===== src/rtl/core/assert_macros.svh =====
// ----------------------------------------------------------------------------
// Assertion macros
// Shared concurrent assertion forms, clocked on clk and disabled in reset.
// ----------------------------------------------------------------------------
`ifndef ASSERT_MACROS_SVH
`define ASSERT_MACROS_SVH

// The consequent must hold in the same cycle as the antecedent.
`define LSW_ASSERT_SAME(label, ante, cons) \
	label: assert property (@(posedge clk) disable iff (!arst_n) (ante) |-> (cons)) \
		else $error("same-cycle assertion failed");

// The consequent must hold in the cycle after the antecedent.
`define LSW_ASSERT_NEXT(label, ante, cons) \
	label: assert property (@(posedge clk) disable iff (!arst_n) (ante) |=> (cons)) \
		else $error("next-cycle assertion failed");

`endif


===== src/rtl/core/lsw_pkg.sv =====
// ----------------------------------------------------------------------------
// lsw_pkg
// Types, register codes and constants of the sector wall-follow steering core.
// ----------------------------------------------------------------------------
package lsw_pkg;

	localparam int QUEUE_DEPTH = 2;

	localparam int CFG_INDEX_W = 3;
	localparam int CFG_DATA_W  = 14;
	localparam int LIMIT_W     = 14;
	localparam int DEG_W       = 9;
	localparam int RANGE_W     = 16;
	localparam int DUTY_W      = 10;
	localparam int ANGLE_W     = 18;

	localparam logic [RANGE_W-1:0] NO_POINT    = 16'hFFFF;
	localparam logic [RANGE_W-1:0] FAR_READ_Q  = 16'd40000;
	localparam logic [LIMIT_W-1:0] NO_POINT_MM = 14'd10000;

	localparam logic signed [ANGLE_W-1:0] FRAME_ZERO = 18'sd5760;
	localparam logic signed [ANGLE_W-1:0] FULL_TURN  = 18'sd23040;

	localparam logic [DUTY_W-1:0] VEER_LEFT_L  = 10'd450;
	localparam logic [DUTY_W-1:0] VEER_LEFT_R  = 10'd500;
	localparam logic [DUTY_W-1:0] SPIN_DUTY    = 10'd250;
	localparam logic [DUTY_W-1:0] VEER_RIGHT_L = 10'd600;
	localparam logic [DUTY_W-1:0] VEER_RIGHT_R = 10'd350;

	localparam logic [LIMIT_W-1:0] NEAR_RESET   = 14'd250;
	localparam logic [LIMIT_W-1:0] FAR_RESET    = 14'd9000;
	localparam logic [DEG_W-1:0]   SIDE_LO_RST  = 9'd35;
	localparam logic [DEG_W-1:0]   SIDE_HI_RST  = 9'd90;
	localparam logic [DEG_W-1:0]   FRONT_LO_RST = 9'd75;
	localparam logic [DEG_W-1:0]   FRONT_HI_RST = 9'd100;
	localparam logic [DEG_W-1:0]   OFFSET_RST   = 9'd10;

	typedef enum logic [CFG_INDEX_W-1:0] {
		REG_NEAR_LIMIT   = 3'd0,
		REG_FAR_LIMIT    = 3'd1,
		REG_SIDE_LOW     = 3'd2,
		REG_SIDE_HIGH    = 3'd3,
		REG_FRONT_LOW    = 3'd4,
		REG_FRONT_HIGH   = 3'd5,
		REG_MOUNT_OFFSET = 3'd6
	} lsw_reg_t;

	typedef enum logic [1:0] {
		STEER_VEER_LEFT  = 2'd0,
		STEER_SPIN_LEFT  = 2'd1,
		STEER_VEER_RIGHT = 2'd2
	} lsw_steer_t;

	typedef struct packed {
		logic [LIMIT_W-1:0] near_limit;
		logic [LIMIT_W-1:0] far_limit;
		logic [DEG_W-1:0]   side_low;
		logic [DEG_W-1:0]   side_high;
		logic [DEG_W-1:0]   front_low;
		logic [DEG_W-1:0]   front_high;
		logic [DEG_W-1:0]   mount_offset;
	} lsw_cfg_t;

	typedef struct packed {
		logic [RANGE_W-1:0] range;
		logic               in_side;
		logic               in_front;
		logic               eos;
	} lsw_meas_t;

	typedef struct packed {
		logic empty;
		logic full;
	} lsw_queue_stat_t;

	typedef struct packed {
		logic pop;
		logic pop_eos;
		logic minima_clear;
	} lsw_back_stat_t;

endpackage


===== src/rtl/core/lsw_queue.sv =====
// ----------------------------------------------------------------------------
// lsw_queue
// Short first-in first-out queue of classified items between front and back.
// ----------------------------------------------------------------------------
module lsw_queue #(
	parameter int DEPTH = lsw_pkg::QUEUE_DEPTH
) (
	input  logic                      clk,
	input  logic                      arst_n,
	input  logic                      push,
	input  lsw_pkg::lsw_meas_t        push_item,
	input  logic                      pop,
	output lsw_pkg::lsw_meas_t        head,
	output lsw_pkg::lsw_queue_stat_t  stat
);

	localparam int PTR_W = (DEPTH > 1) ? $clog2(DEPTH) : 1;
	localparam int CNT_W = $clog2(DEPTH + 1);

	lsw_pkg::lsw_meas_t entry_q [DEPTH];
	logic [PTR_W-1:0] wr_ptr_q;
	logic [PTR_W-1:0] rd_ptr_q;
	logic [CNT_W-1:0] count_q;

	assign head       = entry_q[rd_ptr_q];
	assign stat.empty = (count_q == '0);
	assign stat.full  = (count_q == CNT_W'(DEPTH));

	always_ff @(posedge clk) begin
		if (push) begin
			entry_q[wr_ptr_q] <= push_item;
		end
	end

	always_ff @(posedge clk or negedge arst_n) begin
		if (!arst_n) begin
			wr_ptr_q <= '0;
			rd_ptr_q <= '0;
			count_q  <= '0;
		end else begin
			if (push) begin
				wr_ptr_q <= (wr_ptr_q == PTR_W'(DEPTH - 1)) ? '0 : wr_ptr_q + 1'b1;
			end
			if (pop) begin
				rd_ptr_q <= (rd_ptr_q == PTR_W'(DEPTH - 1)) ? '0 : rd_ptr_q + 1'b1;
			end
			if (push && !pop) begin
				count_q <= count_q + 1'b1;
			end else if (pop && !push) begin
				count_q <= count_q - 1'b1;
			end
		end
	end

endmodule


===== src/rtl/core/lsw_front.sv =====
// ----------------------------------------------------------------------------
// lsw_front
// Turns a raw measurement into robot-frame sector hits for the back end.
// ----------------------------------------------------------------------------
module lsw_front (
	input  lsw_pkg::lsw_cfg_t                 cfg,
	input  logic [7:0]                        quality_byte,
	input  logic [15:0]                       angle_raw,
	input  logic [lsw_pkg::RANGE_W-1:0]       range_quarter_mm,
	input  logic                              end_of_scan,
	output lsw_pkg::lsw_meas_t                meas
);

	logic                                usable;
	logic [16:0]                         raw_sum;
	logic signed [lsw_pkg::ANGLE_W-1:0]  t_raw;
	logic signed [lsw_pkg::ANGLE_W-1:0]  t_frame;
	logic signed [lsw_pkg::ANGLE_W-1:0]  side_lo;
	logic signed [lsw_pkg::ANGLE_W-1:0]  side_hi;
	logic signed [lsw_pkg::ANGLE_W-1:0]  front_lo;
	logic signed [lsw_pkg::ANGLE_W-1:0]  front_hi;

	always_comb begin
		usable   = (quality_byte[7:2] != '0) && (range_quarter_mm < lsw_pkg::FAR_READ_Q);
		raw_sum  = 17'(angle_raw[15:1]) + 17'({cfg.mount_offset, 6'b0});
		t_raw    = lsw_pkg::FRAME_ZERO - $signed({1'b0, raw_sum});
		t_frame  = (t_raw < 0) ? t_raw + lsw_pkg::FULL_TURN : t_raw;
		side_lo  = $signed(lsw_pkg::ANGLE_W'({cfg.side_low, 6'b0}));
		side_hi  = $signed(lsw_pkg::ANGLE_W'({cfg.side_high, 6'b0}));
		front_lo = $signed(lsw_pkg::ANGLE_W'({cfg.front_low, 6'b0}));
		front_hi = $signed(lsw_pkg::ANGLE_W'({cfg.front_high, 6'b0}));

		meas.range    = range_quarter_mm;
		meas.in_side  = usable && (side_lo < t_frame) && (t_frame < side_hi);
		meas.in_front = usable && (front_lo < t_frame) && (t_frame < front_hi);
		meas.eos      = end_of_scan;
	end

endmodule


===== src/rtl/core/lsw_back.sv =====
// ----------------------------------------------------------------------------
// lsw_back
// Keeps the sector minima and issues a steering decision at the end of a scan.
// ----------------------------------------------------------------------------
module lsw_back (
	input  logic                           clk,
	input  logic                           arst_n,
	input  lsw_pkg::lsw_cfg_t              cfg,
	input  lsw_pkg::lsw_meas_t             head,
	input  logic                           head_valid,
	output logic                           pop,
	output lsw_pkg::lsw_back_stat_t        stat,
	output logic                           out_valid,
	input  logic                           out_ready,
	output logic                           left_dir,
	output logic                           right_dir,
	output logic [lsw_pkg::DUTY_W-1:0]     left_duty,
	output logic [lsw_pkg::DUTY_W-1:0]     right_duty,
	output logic [1:0]                     steer_choice
);

	logic [lsw_pkg::RANGE_W-1:0] side_min_q;
	logic [lsw_pkg::RANGE_W-1:0] front_min_q;
	logic [lsw_pkg::RANGE_W-1:0] side_next;
	logic [lsw_pkg::RANGE_W-1:0] front_next;
	logic [lsw_pkg::RANGE_W-1:0] near_q4;
	logic [lsw_pkg::RANGE_W-1:0] far_q4;
	logic                        empty_wall;
	logic                        side_wall;
	logic                        front_wall;
	lsw_pkg::lsw_steer_t         choice;

	logic                        out_valid_q;
	logic                        left_dir_q;
	logic [lsw_pkg::DUTY_W-1:0]  left_duty_q;
	logic [lsw_pkg::DUTY_W-1:0]  right_duty_q;
	lsw_pkg::lsw_steer_t         choice_q;

	always_comb begin
		pop = head_valid && (!head.eos || !out_valid_q || out_ready);

		side_next  = (head.in_side && (head.range < side_min_q)) ? head.range : side_min_q;
		front_next = (head.in_front && (head.range < front_min_q)) ? head.range : front_min_q;

		near_q4    = {cfg.near_limit, 2'b0};
		far_q4     = {cfg.far_limit, 2'b0};
		empty_wall = (cfg.near_limit >= lsw_pkg::NO_POINT_MM) ||
			(cfg.far_limit < lsw_pkg::NO_POINT_MM);
		side_wall  = (side_next == lsw_pkg::NO_POINT) ? empty_wall :
			((side_next < near_q4) || (side_next > far_q4));
		front_wall = (front_next == lsw_pkg::NO_POINT) ? empty_wall :
			((front_next < near_q4) || (front_next > far_q4));

		if (side_wall && !front_wall) begin
			choice = lsw_pkg::STEER_VEER_LEFT;
		end else if (front_wall) begin
			choice = lsw_pkg::STEER_SPIN_LEFT;
		end else begin
			choice = lsw_pkg::STEER_VEER_RIGHT;
		end

		stat.pop          = pop;
		stat.pop_eos      = pop && head.eos;
		stat.minima_clear = (side_min_q == lsw_pkg::NO_POINT) &&
			(front_min_q == lsw_pkg::NO_POINT);
	end

	always_ff @(posedge clk or negedge arst_n) begin
		if (!arst_n) begin
			side_min_q  <= lsw_pkg::NO_POINT;
			front_min_q <= lsw_pkg::NO_POINT;
			out_valid_q <= 1'b0;
		end else begin
			if (pop) begin
				side_min_q  <= head.eos ? lsw_pkg::NO_POINT : side_next;
				front_min_q <= head.eos ? lsw_pkg::NO_POINT : front_next;
			end
			if (pop && head.eos) begin
				out_valid_q <= 1'b1;
			end else if (out_ready) begin
				out_valid_q <= 1'b0;
			end
		end
	end

	always_ff @(posedge clk) begin
		if (pop && head.eos) begin
			choice_q <= choice;
			unique case (choice)
				lsw_pkg::STEER_VEER_LEFT: begin
					left_dir_q   <= 1'b1;
					left_duty_q  <= lsw_pkg::VEER_LEFT_L;
					right_duty_q <= lsw_pkg::VEER_LEFT_R;
				end
				lsw_pkg::STEER_SPIN_LEFT: begin
					left_dir_q   <= 1'b0;
					left_duty_q  <= lsw_pkg::SPIN_DUTY;
					right_duty_q <= lsw_pkg::SPIN_DUTY;
				end
				default: begin
					left_dir_q   <= 1'b1;
					left_duty_q  <= lsw_pkg::VEER_RIGHT_L;
					right_duty_q <= lsw_pkg::VEER_RIGHT_R;
				end
			endcase
		end
	end

	// The right wheel never runs backwards in any of the three manoeuvres.
	assign right_dir    = 1'b0;
	assign out_valid    = out_valid_q;
	assign left_dir     = left_dir_q;
	assign left_duty    = left_duty_q;
	assign right_duty   = right_duty_q;
	assign steer_choice = choice_q;

endmodule


===== src/rtl/core/lidar_sector_wall_follow_steer_core.sv =====
// ----------------------------------------------------------------------------
// lidar_sector_wall_follow_steer_core
// Wall-following steering from a stream of scan measurements.
// ----------------------------------------------------------------------------
// Each item is one scan measurement; the core accepts one item per clock while
// in_ready is high. The classifying front end writes the queue at the accepting
// edge; the minimum-tracking back end, whose single compare-and-update per item
// sets the rate, pops the end-of-scan item from the queue and registers the
// decision, which is then offered on out_valid. A two-entry queue lets the
// front keep taking items while a finished result waits on out_ready; the next
// end-of-scan item is held back until the previous result is taken, and the
// input stalls once the queue behind it fills.
`include "assert_macros.svh"

module lidar_sector_wall_follow_steer_core #(
	parameter int QUEUE_DEPTH = lsw_pkg::QUEUE_DEPTH
) (
	input  logic                              clk,
	input  logic                              arst_n,
	input  logic                              cfg_we,
	input  logic [lsw_pkg::CFG_INDEX_W-1:0]   cfg_index,
	input  logic [lsw_pkg::CFG_DATA_W-1:0]    cfg_data,
	input  logic                              in_valid,
	output logic                              in_ready,
	input  logic [7:0]                        quality_byte,
	input  logic [15:0]                       angle_raw,
	input  logic [15:0]                       range_quarter_mm,
	input  logic                              end_of_scan,
	output logic                              out_valid,
	input  logic                              out_ready,
	output logic                              left_dir,
	output logic                              right_dir,
	output logic [9:0]                        left_duty,
	output logic [9:0]                        right_duty,
	output logic [1:0]                        steer_choice
);

	lsw_pkg::lsw_cfg_t        cfg_q;
	lsw_pkg::lsw_meas_t       meas;
	lsw_pkg::lsw_meas_t       head;
	lsw_pkg::lsw_queue_stat_t qstat;
	lsw_pkg::lsw_back_stat_t  bstat;
	logic                     push;
	logic                     pop;

	always_ff @(posedge clk or negedge arst_n) begin
		if (!arst_n) begin
			cfg_q.near_limit   <= lsw_pkg::NEAR_RESET;
			cfg_q.far_limit    <= lsw_pkg::FAR_RESET;
			cfg_q.side_low     <= lsw_pkg::SIDE_LO_RST;
			cfg_q.side_high    <= lsw_pkg::SIDE_HI_RST;
			cfg_q.front_low    <= lsw_pkg::FRONT_LO_RST;
			cfg_q.front_high   <= lsw_pkg::FRONT_HI_RST;
			cfg_q.mount_offset <= lsw_pkg::OFFSET_RST;
		end else if (cfg_we) begin
			unique case (lsw_pkg::lsw_reg_t'(cfg_index))
				lsw_pkg::REG_NEAR_LIMIT:   cfg_q.near_limit   <= cfg_data;
				lsw_pkg::REG_FAR_LIMIT:    cfg_q.far_limit    <= cfg_data;
				lsw_pkg::REG_SIDE_LOW:     cfg_q.side_low     <= cfg_data[lsw_pkg::DEG_W-1:0];
				lsw_pkg::REG_SIDE_HIGH:    cfg_q.side_high    <= cfg_data[lsw_pkg::DEG_W-1:0];
				lsw_pkg::REG_FRONT_LOW:    cfg_q.front_low    <= cfg_data[lsw_pkg::DEG_W-1:0];
				lsw_pkg::REG_FRONT_HIGH:   cfg_q.front_high   <= cfg_data[lsw_pkg::DEG_W-1:0];
				lsw_pkg::REG_MOUNT_OFFSET: cfg_q.mount_offset <= cfg_data[lsw_pkg::DEG_W-1:0];
				default: begin
				end
			endcase
		end
	end

	assign in_ready = !qstat.full;
	assign push     = in_valid && in_ready;

	lsw_front u_front (
		.cfg              (cfg_q),
		.quality_byte     (quality_byte),
		.angle_raw        (angle_raw),
		.range_quarter_mm (range_quarter_mm),
		.end_of_scan      (end_of_scan),
		.meas             (meas)
	);

	lsw_queue #(
		.DEPTH (QUEUE_DEPTH)
	) u_queue (
		.clk       (clk),
		.arst_n    (arst_n),
		.push      (push),
		.push_item (meas),
		.pop       (pop),
		.head      (head),
		.stat      (qstat)
	);

	lsw_back u_back (
		.clk          (clk),
		.arst_n       (arst_n),
		.cfg          (cfg_q),
		.head         (head),
		.head_valid   (!qstat.empty),
		.pop          (pop),
		.stat         (bstat),
		.out_valid    (out_valid),
		.out_ready    (out_ready),
		.left_dir     (left_dir),
		.right_dir    (right_dir),
		.left_duty    (left_duty),
		.right_duty   (right_duty),
		.steer_choice (steer_choice)
	);

	`LSW_ASSERT_SAME(a_pop_needs_item, bstat.pop, !qstat.empty)
	`LSW_ASSERT_NEXT(a_eos_gives_result, bstat.pop_eos, out_valid)
	`LSW_ASSERT_NEXT(a_eos_clears_minima, bstat.pop_eos, bstat.minima_clear)

endmodule

===== config.mk =====
export PLATFORM = sky130hd
export DESIGN_NAME = lidar_sector_wall_follow_steer_core
export DESIGN_NICKNAME = d
export VERILOG_FILES = /design/src/rtl/core/lsw_pkg.sv /design/src/rtl/core/lsw_queue.sv /design/src/rtl/core/lsw_front.sv /design/src/rtl/core/lsw_back.sv /design/src/rtl/core/lidar_sector_wall_follow_steer_core.sv
export VERILOG_INCLUDE_DIRS = /design/src /design/src/rtl/core
export SDC_FILE = /design/constraint.sdc
export NUM_CORES = 1
export LEC_CHECK = 0
export BUFFER_PORTS_ARGS = -buffer_cell sky130_fd_sc_hd__buf_4
export CAP_MARGIN = 25
export CORE_ASPECT_RATIO = 1.25
export CORE_MARGIN = 4
export CORE_UTILIZATION = 40
export CTS_CLUSTER_SIZE = 20
export DETAILED_ROUTE_END_ITERATION = 8
export PLACE_DENSITY_LB_ADDON = 0.08
export SYNTH_ARGS = -nofsm -noshare
export SYNTH_HDL_FRONTEND = slang
export SYNTH_HIERARCHICAL = 1
export SYNTH_SLANG_ARGS = --single-unit

===== constraint.sdc =====
create_clock -name clk -period 7.15 [get_ports clk]
set_input_delay 0.715 -clock clk [delete_from_list [all_inputs] [get_ports clk]]
set_output_delay 0.715 -clock clk [all_outputs]
set_load 0.03 [all_outputs]

== Word-level counts from Yosys, hierarchy flattened ==
Memories as Yosys holds them, arrays and structs flattened.
Index checks and enable logic that the tools add are counted.

* Add/sub/neg operators: 7
* Equality and inequality tests: 10
* Reduce and logical (&&, ||, !) cells: 38
* Order comparisons: 14
* Muxes and demuxes: 20

{| class="wikitable"
|+ Operator list
! operator !! number
|-
| less-than comparator 16 bit || 4
|-
| two-way mux 16 bit || 4
|-
| less-than comparator 16 x 18 -> 1 bit || 2
|-
| less-than comparator 18 x 16 -> 1 bit || 2
|-
| == test 16 bit, second input constant || 2
|-
| > comparator 16 bit || 2
|-
| one-hot mux 10 bit (2 select lines) || 1
|-
| adder 18 x 16 -> 18 bit, second input constant || 1
|-
| less-than comparator 18 x 1 -> 1 bit, second input constant || 1
|-
| two-way mux 18 bit || 1
|-
| one-hot mux 9 bit (2 select lines) || 1
|-
| subtractor 13 x 16 -> 17 bit, first input constant || 1
|-
| adder 15 x 15 -> 16 bit || 1
|-
| less-than comparator 16 bit, second input constant || 1
|-
| greater-or-equal comparator 14 bit, second input constant || 1
|-
| less-than comparator 14 bit, second input constant || 1
|-
| AND reduction 2 bit || 7
|-
| logical AND 1 bit || 13
|-
| == test 3 bit, second input constant || 3
|-
| two-way mux 1 bit || 9
|-
| two-way mux 2 bit || 4
|-
| zero test 1 bit || 7
|-
| == test 3 x 2 -> 1 bit, second input constant || 2
|-
| nonzero test 6 bit || 1
|-
| other kinds (10) || 17
|}

* Input bits: 63
* Memories kept: 1
* Flip-flop bits (word level): 133
* RAM bits: 38

{| class="wikitable"
|+ Memories
! name !! words !! width !! read ports !! clocked after Yosys merged registers in !! wr ports !! line !! source
|-
| u_queue.entry_q || 2 || 19 || 1 || 0 || 1 || lsw_queue.sv:20 || <nowiki>lsw_pkg::lsw_meas_t entry_q [DEPTH];</nowiki>
|}

== Depth between registers and ports, before layout ==
Gate-level depths: netlist of the first run.
An unclocked memory read counts as a cell.

* Depth in word-level cells: 12
* Gate-level depth with buffers: 20

== Modules after synthesis ==
Netlist of the first run, hierarchy kept.

{| class="wikitable"
|+ By module, submodules not included
! module !! area each (um2) !! cells each !! instances !! seq. area each (um2)
|-
| lsw_back || 4265.3 || 484 || 1 || 1046.0
|-
| lidar_sector_wall_follow_steer_core || 2920.3 || 162 || 1 || 1860.5
|-
| lsw_front || 2202.1 || 287 || 1 || 0.0
|-
| lsw_queue || 1637.8 || 75 || 1 || 1241.2
|}

== Worst setup path before layout of the first run ==
No wires, ideal clock.

* Kind: input to register
* From: in angle_raw[7]
* To: mem u_queue/entry_q[0][1] in the netlist's numbering, data pin
* Library setup time: 0.279 ns
* Setup slack: 2.351 ns
* Data required time: 6.871 ns
* Arrival time: 4.520 ns
* Buffers on the path: 0
* Stages on the path: 19
* Cells stage by stage: inv_1 ha_1 ha_1 and3_1 a221oi_4 o21bai_1 a211o_1 and2_1 ha_1 o31a_1 xnor2_1 inv_1 ha_1 nand2_1 a211o_1 o221ai_1 and4bb_1 a31oi_1 a31oi_1

{| class="wikitable"
|+ RTL lines
! element !! line !! source
|-
| from (decl) || lidar_sector_wall_follow_steer_core.sv:26 || <nowiki>input logic [15:0] angle_raw,</nowiki>
|-
| to (decl) || lsw_queue.sv:20 ||
|}

==> results.tsv, run 1 <==
metric	value	unit
Layout area overhead	11.6	%
layout cells sized above 1	31.5	%
CP Launch Type	flip-flop	
maximum VDD drop	0.163	mV
Cell Area, Synth	0.0110	mm^2
aggregate global-route resource usage	18.0	%
CP required	7.32	ns
Hold Crit Class	input port to async pin	
post-CTS setup buffer count	0	
Initial Util	40.8	%
DR iter-0 viols	260	
CTS Sinks	154	
outcome	completed	
# IOs	89	
post-layout util	45.5	%
clock tree from TritonCTS	yes	
largest net degree at the start of global routing	63	
warnings from Yosys	6	
LEAKAGE	5.62	nW
hpwl dp	20900	um
die area	0.0303	mm^2
Worst EP arrival	5.84	ns
Slowest-stage cell, CP	dfrtp_1	
Hold Fails Final Rpt	0	
post-route ant nets	0	
DR WL/cell	18.6	um
GR Overflow Total	0	
Final min period	5.67	ns
Skew-Pair Late Insertion Delay	0.44	ns
Clock transition at path regs	0.07	ns
Routed WL	26400	um
first-pass GRT wire length	42300	um
CTS Root Buffer Type	clkbuf_16	
final RePlAce weighted congestion	0.857	
worst path cell trace	buf_4 -> mux2_4 -> ha_1 -> a2111o_1 -> a32oi_1 -> nand2_1 -> mux2_2 -> ha_1 -> a21o_1 -> a21o_1 -> a21oi_1 -> nor3_1 -> a211oi_1 -> o221ai_2 -> a31oi_2 -> nand2b_1	
TritonRoute pass-1 iters	5	
post-CTS sizing	0	
critical path class	flip-flop to flip-flop	
num rows	67	
Slew Viols, Final	0	
number of remaining DRC errors	0	
peak fanout along the critical path	20	
Via density	5.33	
PwrDens	451	mW/mm^2
Synth Instances	1006	
vias in the first global route	7839	
IO Port Bufs	77	
Num CTS Buffers	17	
clock buffer depth	2	
Tightest Pin Transition	1.01	ns
Die X	156	um
H-Tree Depth	4	
ant diodes	0	
initial antenna violation count	0	
via count	7564	
Die Height	194	um
maxcap violations	0	
RSZ-0062 raised after global routing	no	
skew final	0.0160	ns
nets@finish	1260	
CP peak stage delay	0.99	ns
syn_area_per_cell	10.9	um^2
core footprint	0.0270	mm^2
Slew HR	32.1	%
fmax	176	MHz
cts hold-fix bufs	0	
final setup fails	0	
setup total negative slack	0	ns
final worst path period share	79.3	%
CP endpoint kind	flip-flop	
per-stage QoR:
step	instance area (um^2)	power, mW	hold WS (ns)	std cells	worst slack, ns
2_1_floorplan	11000	3.85	0.419	1012	2.35
3_3_place_gp	11700	4.62	0.478	1385	1.41
3_5_place_dp	11700	4.68	0.480	1386	1.39
4_1_cts	12300	5.61	0.343	1418	1.37
5_1_grt	12300	6.06	0.365	1419	1.02
6_report	12300	5.54	0.334	1419	1.48
area by class of cell:
cell class | count | area [um^2]
inverters | 117 | 439
flip-flops and latches | 154 | 4150
clock buffers | 23 | 468
fillers | 2569 | 14700
repair buffers | 86 | 669
multi-input cells | 685 | 6020
well taps | 345 | 432
clock inverters | 9 | 114
final timing paths:
kind                                startpoint                    end  slack, ns  cells after the start
setup / recovery              u_queue/rd_ptr_q    u_back/left_duty[4]       1.48                     16
hold / removal                          arst_n              cfg_q[72]       0.33                      1
min in group clk           range_quarter_mm[3]  u_queue/entry_q[0][6]       0.47                      1
setup reg to reg              u_queue/rd_ptr_q    u_back/left_duty[4]       1.48                     16
hold reg to reg             u_queue/count_q[1]     u_queue/count_q[1]       0.49                      1
max in group asynchronous               arst_n              cfg_q[43]       5.52                      2
routing by layer:
metal | share of wire (%) | global-route usage [%] | vias to the layer above
li1 | - | - | 3747
met1 | 40 | 20.4 | 3671
met2 | 55 | 33.6 | 107
met3 | 2.4 | 3.11 | 39
met4 | 2.2 | 5.63 | 0
met5 | 0 | 0 | -
where the power goes:
| group | switching, mW | internal [mW] |
|---|---|---|
| clock network | 0.374 | 0.537 |
| registers | 0.158 | 1.23 |
| logic | 1.87 | 1.38 |
| total | 2.40 | 3.14 |
critical path: cells and delay by family (launching register included):
family	cells	cell delay, ns
mux	2	0.90
buf+inv	1	0.26
fa+ha+maj	2	0.54
flops	1	0.99
simple gates	3	0.76
compound gates	8	1.95
registers in the layout (all words and copies together), names as in the netlist:
signal               cells
u_back/right_duty        1
u_queue/rd_ptr_q         1
u_back/left_duty         3
u_back/steer_choice      2
u_queue/wr_ptr_q         1
u_queue/entry_q         38
cfg_q                   73
u_back/side_min_q       16
u_back/front_min_q      16
u_queue/count_q          2
u_back/out_valid         1
cell usage in the layout, fill, tap and decap left out, drive strengths merged, types with 29 or more instances in the layout:
master / instances
nand2: 29
inv: 122
ha: 136
buf: 86
edfxtp: 44
mux2: 120
a21oi: 60
dfstp: 59
nand4: 36
nor2: 61
dfrtp: 51
Power figures use the tool's default switching activity.
==> run 2, diff against run 1 <==
clock period = 5.4 ns   (was 7.15 ns; I/O delays follow)
==> run 2 against run 1 <==
Against the previous run: final area up 1.4%; fmax up 9.1%; cell count up 0.78%; sequential share of layout area down 0.47 points; critical path type unchanged; clock power up 47%; die area unchanged; register-to-register slack worse by 1.3 ns.
==> results.tsv, run 2 (synthesis gave the netlist of run 1 again) <==
metric	value	unit	change
maximum VDD drop	0.249	mV	+53%
CTS Root Buffer Type	clkbuf_16		
CP Capture Point	u_back/left_duty[4]		
r2r worst-path depth	18		+2
peak fanout along the critical path	18		-10%
post-CTS setup buffer count	0		unchanged
clock buffer depth	2		unchanged
Final min period	5.20	ns	-0.471 ns
via count	7697		+1.8%
CP endpoint kind	flip-flop		
critical path class	flip-flop to flip-flop		
layout cells sized above 1	32.2	%	+0.69 points
GR Overflow Total	0		unchanged
Switching Fraction	42.9	%	-0.44 points
Non-Filler Instances	1430		+0.78%
CP required	5.58	ns	-1.74 ns
initial antenna violation count	0		unchanged
final RePlAce weighted congestion	0.872		+1.7%
min-delay src	range_quarter_mm[0]		
nets@finish	1271		+0.87%
Skew-Pair Late Insertion Delay	0.44	ns	about the same
Internal Pwr Total	4.34	mW	+38%
Routed WL	27100	um	+3.0%
# IOs	89		unchanged
final setup fails	0		unchanged
outcome	completed		
RSZ-0062 raised after global routing	no		
CTS Sinks	154		unchanged
Cell Area, Placed	0.0118	mm^2	+0.72%
Placed Cells	1396		+0.72%
Storage cell area	0.00415	mm^2	unchanged
largest net degree at the start of global routing	69		+9.5%
Layout area overhead	13.2	%	
number of remaining DRC errors	0		unchanged
DR WL/cell	19.0	um	+2.2%
reg2reg end	u_back/left_duty[4]		
setup total negative slack	0	ns	unchanged
multi-input logic area	0.00602	mm^2	unchanged
aggregate global-route resource usage	18.2	%	+0.27 points
Hold Crit Class	input port to flip-flop		
maxcap violations	0		unchanged
Slowest-stage cell, CP	nor4_1		
worst path cell trace	buf_12 -> mux2_4 -> ha_1 -> nand4_1 -> nor4_1 -> a32oi_1 -> nand2_1 -> buf_4 -> mux2_2 -> ha_1 -> a21o_1 -> a21o_1 -> a21oi_1 -> nor3_1 -> a211oi_1 -> o221ai_2 -> a31oi_2 -> nand2b_1		
Slew Viols, Final	0		unchanged
TritonRoute pass-1 iters	5		unchanged
clock tree from TritonCTS	yes		
Die Height	194	um	unchanged
H-Tree Depth	4		unchanged
Psw	3.26	mW	+36%
cts hold-fix bufs	0		unchanged
Tightest Pin Transition	0.971	ns	-0.0421 ns
Num CTS Buffers	17		unchanged
Clk pwr share	17.7	%	+1.3 points
Comb power frac	58.6	%	about the same
IO Port Bufs	77		unchanged
Die X	156	um	unchanged
Worst EP arrival	5.37	ns	-0.47 ns
Via density	5.38		+0.98%
die area	0.0303	mm^2	unchanged
DR iter-0 viols	278		+6.9%
Slew HR	35.0	%	+2.8 points
Setup WS post-layout	0.203	ns	-1.28 ns
first-pass GRT wire length	43100	um	+1.8%
Flop pwr share	23.7	%	-1.3 points
post-layout util	46.2	%	+0.65 points
vias in the first global route	7898		+0.75%
CP Launch Point	u_queue/rd_ptr_q		
num rows	67		unchanged
Finished Cell Area	0.0125	mm^2	+1.4%
core footprint	0.0270	mm^2	unchanged
ant diodes	0		unchanged
reg-to-reg startpoint	u_queue/rd_ptr_q		
post-CTS sizing	0		unchanged
commonest non-fill, non-tap cell in the layout	ha_1		
CP peak stage delay	0.46	ns	-0.53 ns
fmax	192	MHz	+9.1%
most frequent cells in the layout	ha_1, inv_1, buf_4		
Initial Util	40.8	%	unchanged
PwrDens	610	mW/mm^2	+35%
CP Launch Type	flip-flop		
Largest register FFs	73		unchanged
Reg with most FFs	cfg_q		
FILL cells	2553		-0.62%
hpwl dp	21200	um	+1.6%
post-route ant nets	0		unchanged
Top Registers	cfg_q (73), u_queue/entry_q (38)		
pre-CTS setup slack	0.339	ns	-1.05 ns
LEAKAGE	5.71	nW	+1.6%
Hold Fails Final Rpt	0		unchanged
skew final	0.0117	ns	-0.00433 ns
Clock transition at path regs	0.07	ns	about the same
Reg2Reg Setup Slack	0.20	ns	-1.28 ns
final worst path period share	96.2	%	+17 points
==> run 2: cell types whose count changed in the layout (fill, tap and decap cells not counted) <==
cell,previous run,this run
bufinv_16,2,5
inv_4,2,0
clkinv_1,0,1
inv_6,3,2
clkinv_2,0,1
dlygate4sd3_1,0,1
clkbuf_8,2,0
buf_4,84,92
clkbuf_1,4,2
inv_8,0,2
buf_12,0,2
==> run 2: per-layer routing <==
metal / routed length [um] / track usage [%]
met5: 0 / 0
met4: 852 / 6.98
met3: 871 / 2.93
met2: 14500 / 33.5
met1: 10900 / 20.9
==> run 2: critical path: cells and delay by family (launching register included) <==
kind	cells	cell delay (ns)
fa+ha+maj	2	0.63
compound gates	7	1.60
buf+inv	2	0.43
flops	1	0.44
mux	2	0.80
simple gates	5	0.99
==> run 2: final cells by class <==
cell class / instances / area share [%]
clock buffers: 19 / 3.47
clock inverters: 13 / 1.72
inverters: 117 / 3.52
multi-input cells: 685 / 48.3
flip-flops and latches: 154 / 33.3
well taps: 345 / 3.46
repair buffers: 97 / 6.26
==> run 2: how the worst min path moves through the flow <==
stage / end / slack [ns] / depth (start not counted)
floorplan: cfg_q[0] / 0.24 / 0
global placement: u_queue/count_q[1] / 0.48 / 1
detailed placement: u_queue/count_q[1] / 0.48 / 1
CTS: u_queue/entry_q[0][3] / 0.26 / 1
global route: u_queue/entry_q[0][3] / 0.26 / 1
finish: u_queue/entry_q[0][3] / 0.29 / 1
==> run 2: power groups by stage <==
stage          combinational (mW)  clock (mW)  sequential [mW]
2_1_floorplan                3.28           0             1.82
3_3_place_gp                 4.41           0             1.82
3_5_place_dp                 4.46           0             1.83
4_1_cts                      4.49        1.38             1.81
5_1_grt                      4.96        1.43             1.84
6_report                     4.45        1.34             1.80
==> run 2: per-stage QoR <==
stage                     hold WS, ns  power [mW]
after floorplan                 0.244        5.09
after global placement          0.478        6.23
after detailed placement        0.479        6.29
after CTS                       0.262        7.68
after global routing            0.264        8.24
final                           0.287        7.60
